--- src/rtl/core/mig_pkg.sv ---
// Shared types and constants of the Gauss-Jordan matrix inverse.
// Depends on nothing; used by the controller, datapath and top level.
package mig_pkg;

    localparam int WORD_W = 32;

    typedef enum logic [2:0] {
        OP_NONE    = 3'd0,
        OP_INIT    = 3'd1,
        OP_FACTOR  = 3'd2,
        OP_UPDATE  = 3'd3,
        OP_RECIP   = 3'd4,
        OP_SCALE   = 3'd5
    } op_t;

    typedef struct packed {
        op_t        op;
        logic [2:0] k;
        logic [2:0] j;
        logic [2:0] i;
    } cmd_t;

    typedef struct packed {
        logic busy;
        logic zero_pivot;
    } status_t;

endpackage

--- src/rtl/core/mig_ctrl.sv ---
// Controller of the matrix inverse: loading, elimination sequence, output.
// Depends on mig_pkg; drives mig_datapath by command and status.
module mig_ctrl #(
    parameter int DIM = 4
) (
    input  logic                       clk,
    input  logic                       rst_n,
    input  logic                       in_valid,
    output logic                       in_ready,
    output logic                       out_valid,
    input  logic                       out_ready,
    output logic                       last_element,
    output logic                       singular,
    output logic                       load_en,
    output logic [$clog2(DIM*DIM)-1:0] load_addr,
    output logic [$clog2(DIM*DIM)-1:0] rd_addr,
    output mig_pkg::cmd_t              cmd,
    input  mig_pkg::status_t           status
);

    localparam int CELLS = DIM * DIM;
    localparam int AW    = $clog2(CELLS);
    localparam logic [2:0] LAST = 3'(DIM - 1);

    typedef enum logic [2:0] {
        S_LOAD, S_INIT, S_CHECK, S_FACTOR, S_UPDATE, S_RECIP, S_SCALE, S_OUT
    } state_t;

    state_t     state_reg;
    logic [AW-1:0] cnt_reg;
    logic [2:0] k_reg, j_reg, i_reg;
    logic [1:0] ph_reg;
    logic       sing_reg;
    logic       wait_reg;

    assign in_ready  = (state_reg == S_LOAD);
    assign load_en   = in_valid && in_ready;
    assign load_addr = cnt_reg;
    assign rd_addr   = cnt_reg;
    assign out_valid = (state_reg == S_OUT);
    assign last_element = (cnt_reg == AW'(CELLS - 1));
    assign singular  = sing_reg;

    always_comb
    begin
        cmd.op = mig_pkg::OP_NONE;
        cmd.k  = k_reg;
        cmd.j  = j_reg;
        cmd.i  = i_reg;
        unique case (state_reg)
            S_INIT:   cmd.op = mig_pkg::OP_INIT;
            S_FACTOR: cmd.op = wait_reg ? mig_pkg::OP_NONE : mig_pkg::OP_FACTOR;
            S_UPDATE: cmd.op = mig_pkg::OP_UPDATE;
            S_RECIP:  cmd.op = wait_reg ? mig_pkg::OP_NONE : mig_pkg::OP_RECIP;
            S_SCALE:  cmd.op = mig_pkg::OP_SCALE;
            default:  cmd.op = mig_pkg::OP_NONE;
        endcase
    end

    always_ff @(posedge clk or negedge rst_n)
    begin
        if (!rst_n)
        begin
            state_reg <= S_LOAD;
            cnt_reg   <= '0;
            k_reg     <= '0;
            j_reg     <= '0;
            i_reg     <= '0;
            ph_reg    <= '0;
            sing_reg  <= 1'b0;
            wait_reg  <= 1'b0;
        end
        else
        begin
            unique case (state_reg)
                S_LOAD:
                begin
                    if (load_en)
                    begin
                        cnt_reg <= cnt_reg + 1'b1;
                        if (cnt_reg == AW'(CELLS - 1))
                        begin
                            cnt_reg   <= '0;
                            state_reg <= S_INIT;
                        end
                    end
                end
                S_INIT:
                begin
                    sing_reg  <= 1'b0;
                    k_reg     <= '0;
                    state_reg <= S_CHECK;
                end
                S_CHECK:
                begin
                    if (status.zero_pivot)
                    begin
                        sing_reg  <= 1'b1;
                        state_reg <= S_OUT;
                    end
                    else
                    begin
                        j_reg     <= (k_reg == 3'd0) ? 3'd1 : 3'd0;
                        wait_reg  <= 1'b0;
                        state_reg <= S_FACTOR;
                    end
                end
                S_FACTOR:
                begin
                    wait_reg <= 1'b1;
                    if (wait_reg && !status.busy)
                    begin
                        i_reg     <= '0;
                        ph_reg    <= '0;
                        state_reg <= S_UPDATE;
                    end
                end
                S_UPDATE:
                begin
                    ph_reg <= (ph_reg == 2'd2) ? 2'd0 : ph_reg + 2'd1;
                    if (ph_reg == 2'd2)
                    begin
                        i_reg <= i_reg + 3'd1;
                        if (i_reg == LAST)
                        begin
                            wait_reg <= 1'b0;
                            if (j_reg == LAST || (j_reg + 3'd1 == k_reg && k_reg == LAST))
                            begin
                                if (k_reg == LAST)
                                begin
                                    j_reg     <= '0;
                                    state_reg <= S_RECIP;
                                end
                                else
                                begin
                                    k_reg     <= k_reg + 3'd1;
                                    state_reg <= S_CHECK;
                                end
                            end
                            else
                            begin
                                j_reg     <= (j_reg + 3'd1 == k_reg) ? j_reg + 3'd2
                                                                     : j_reg + 3'd1;
                                state_reg <= S_FACTOR;
                            end
                        end
                    end
                end
                S_RECIP:
                begin
                    wait_reg <= 1'b1;
                    if (!wait_reg && status.zero_pivot)
                    begin
                        sing_reg  <= 1'b1;
                        state_reg <= S_OUT;
                    end
                    else if (wait_reg && !status.busy)
                    begin
                        i_reg     <= '0;
                        ph_reg    <= '0;
                        state_reg <= S_SCALE;
                    end
                end
                S_SCALE:
                begin
                    ph_reg <= (ph_reg == 2'd2) ? 2'd0 : ph_reg + 2'd1;
                    if (ph_reg == 2'd2)
                    begin
                        i_reg <= i_reg + 3'd1;
                        if (i_reg == LAST)
                        begin
                            wait_reg <= 1'b0;
                            if (j_reg == LAST)
                                state_reg <= S_OUT;
                            else
                            begin
                                j_reg     <= j_reg + 3'd1;
                                state_reg <= S_RECIP;
                            end
                        end
                    end
                end
                S_OUT:
                begin
                    if (out_ready)
                    begin
                        cnt_reg <= cnt_reg + 1'b1;
                        if (cnt_reg == AW'(CELLS - 1))
                        begin
                            cnt_reg   <= '0;
                            state_reg <= S_LOAD;
                        end
                    end
                end
                default:
                    state_reg <= S_LOAD;
            endcase
        end
    end

endmodule

--- config.mk ---
export PLATFORM = sky130hd
export DESIGN_NAME = mig_ctrl
export DESIGN_NICKNAME = d
export VERILOG_FILES = /design/src/rtl/core/mig_pkg.sv /design/src/rtl/core/mig_ctrl.sv
export SDC_FILE = /design/constraint.sdc
export NUM_CORES = 1
export LEC_CHECK = 0
export ABC_AREA = 1
export BUFFER_PORTS_ARGS = -buffer_cell sky130_fd_sc_hd__buf_2
export CORE_AREA = 2 2 53 65
export DETAILED_ROUTE_END_ITERATION = 6
export DIE_AREA = 0 0 55 67
export GPL_ROUTABILITY_DRIVEN = 0
export PLACE_DENSITY = 0.71
export SLEW_MARGIN = 10
export SYNTH_ARGS = -nofsm -noshare
export SYNTH_HDL_FRONTEND = slang
export SYNTH_SLANG_ARGS = --single-unit
--- constraint.sdc ---
create_clock -name clk -period 1.7 [get_ports clk]
set_input_delay 0.34 -clock clk [delete_from_list [all_inputs] [get_ports clk]]
set_output_delay 0.34 -clock clk [all_outputs]
set_load 0.05 [all_outputs]
==> impl_metrics.csv <==
group,metric,value,unit
status,status,"finished with violations",
status,violations,"negative setup slack",
worst_hold_path,hp-class,"primary input to register",
logic_synthesis,avgSynthCellArea,7.04,µm²
sta,worst_slew_pin_slew,0.507,ns
logic_synthesis,synth_seq_cells,20,
logic_synthesis,syn-num-nets,221,
sta,whs,0.405,ns
flow_run,max-cap-violations,0,
routing,wl,3800,µm
finish,layout_commonest_cell,"nand2_1",
sta,timing.fmax,0.566,GHz
critical_path,reg2reg_slack,-0.02,ns
finish,design_area,0.00206,mm²
global_route,grt_pass1_wl,5830,µm
sta,fin_crit_sh,104,%
logic_synthesis,ys.warnings.count,0,
finish,layout_common_cells,"nand2_1 (53), inv_1 (24), buf_2 (23)",
logic_synthesis,syn_inst,207,
logic_synthesis,mappedNetlistArea,0.00146,mm²
clock_tree,cts_root_buf,"clkbuf_4",
critical_path,slowest_delay,0.51,ns
logic_synthesis,synth_adder_area_share,6.87,%
clock_tree,numCtsBuffers,3,
sta,setup_viol,5,
logic_synthesis,synth.area.top_cells,"dfrtp_1 (34%), nand2_1 (16%), inv_1 (7.5%)",
sta,setup_slack,-0.0671,ns
critical_path,path_class,"register to output pin",
sta,rsz0062_at_grt,"true",
place,dpl.hpwl,2660,µm
floorplan,core,0.00303,mm²
finish,drive_gt1_share,44.0,%
floorplan,die_area,0.00369,mm²
logic_synthesis,yosysSeqAreaShare,34.3,%
routing,drc,0,
floorplan,rows,22,
global_route,grt_pass1_vias,1391,
finish,area_growth,41.6,%
critical_path,crit_fanout,6,
global_route,grt_util_all_layers,21.6,%
logic_synthesis,synth_top_family_by_area,"simple AND/OR/NAND/NOR gates",
critical_path,cp-start-kind,"register",
routing,drtIter0Drc,44,
logic_synthesis,synth_top_area_share,34.3,%
finish,postLayoutCoreUtil,68.2,%
sta,timing.final.hold_violations,0,
critical_path,endpoint_kind,"output pin",
routing,wl_per_cell,13.0,µm
clock_tree,cts.sinks,20,
critical_path,cp_slowest_cell,"dfrtp_2",
global_route,grt_max_degree,21,
finish,largest_reg_flops,4,
routing,viasPerCell,5.19,
logic_synthesis,yosys.area_share.simple,35.4,%
clock_tree,cts_buffer_depth,2,
sta,skew,0.00209,ns
place,numPortBuffers,30,
logic_synthesis,synth_top_area_cell,"dfrtp_1",
global_route,overflow,0,
critical_path,arrival,1.43,ns
finish,num-nets-final,272,
sta,slew-limit-headroom,66.2,%
finish,diodes,0,
logic_synthesis,synth.area.mux_share,0.773,%
clock_tree,clk_latency,0.32,ns
logic_synthesis,synth.distinct_cells,28,
floorplan,initial_utilization,48.1,%
sta,period_needed,1.77,ns
logic_synthesis,synthXorXnorAreaFrac,1.20,%
critical_path,path_cells,"nor3_4, inv_2, o21ai_2, buf_6",
floorplan,die_h,67,µm
clock_tree,clk_pin_slew,0.13,ns
routing,vias,1520,
routing,first_pass_iters,4,
place,dpl_cell_area,0.00180,mm²
floorplan,chipWidth,55,µm
critical_path,cp.required,1.36,ns
sta,drv_slew,0,
floorplan,io_pins,31,
logic_synthesis,synth_compound_area_share,10.1,%
clock_tree,cts_tree,"built",
clock_tree,h-tree-depth,1,
global_route,antenna_found_initial,0,
routing,ant_nets,0,
-- what timing repair did --
action	4_1_cts	5_1_grt
endpoints found under the hold margin	20	0
endpoints found under the setup margin	12	17
pin swaps	7	10
hold buffers	1	0
gates cloned	0	0
resized for setup	27	18
buffers inserted	6	3
-- worst max-delay path, delay by kind of cell (launching register included) --
kind / cells / cell delay, ns
AOI/OAI and AO/OA: 1 / 0.13
buffers and inverters: 2 / 0.23
and+or+nand+nor: 1 / 0.23
DFF: 1 / 0.51
-- cell type report --
type | count | area [µm²]
Sequential cell | 20 | 515
Timing Repair Buffer | 51 | 365
Fill cell | 253 | 963
Clock inverter | 1 | 30.0
Tap cell | 36 | 45.0
Inverter | 34 | 139
Clock buffer | 3 | 22.5
Multi-Input combinational cell | 148 | 947
-- logic make-up (layout without fill, tap and decap cells) --
| kind of cell | Yosys count | count (layout) |
|---|---|---|
| DFF | 20 | 20 |
| muxes | 1 | 1 |
| adders and majority gates | 8 | 8 |
| AOI/OAI and AO/OA | 26 | 26 |
| buffers and inverters | 39 | 89 |
| xor gates and xnor gates | 2 | 2 |
| and+or+nand+nor | 111 | 111 |
-- layer usage --
layer | wire length (µm) | GRT usage, % | vias up
met5 | 0 | 0 | -
met3 | 178 | 3.36 | 11
li1 | - | - | 764
met1 | 1570 | 25.1 | 698
met2 | 1920 | 36.5 | 47
met4 | 129 | 11.6 | 0
-- cell usage after synthesis (all sizes together) --
cell type and instances:
o31ai 1, buf 5, xnor2 2, nor3 4, o22ai 1, mux2 1
nand3b 1, nand3 16, o311ai 1, nand2 63, inv 34, o21a 1
a21oi 8, dfrtp 20, ha 8, nor2 20, or2 1, o21ai 14
nand4 6
-- per-stage QoR --
stage	std cells	setup WS (ns)	TNS, ns
after floorplan	207	-0.106	-0.453
after global placement	279	0.0110	0
after detailed placement	279	-0.0507	-0.149
after global routing	293	-0.125	-1.07
final	293	-0.0671	-0.206
after CTS	290	-0.0614	-0.213
-- path summary, 6_finish.rpt --
check / end / start / cells after the start
worst max-delay path: cmd[10] / state_reg[2] / 4
worst min-delay path: load_addr[0] / out_ready / 4
worst max register to register: j_reg[2] / j_reg[0] / 13
worst min register to register: ph_reg[0] / ph_reg[1] / 1
max in group asynchronous: k_reg[0] / rst_n / 2
min in group asynchronous: singular / rst_n / 2
Power is not shown: default switching activity piles up to over one toggle a cycle in this logic, so the estimate is an artifact.
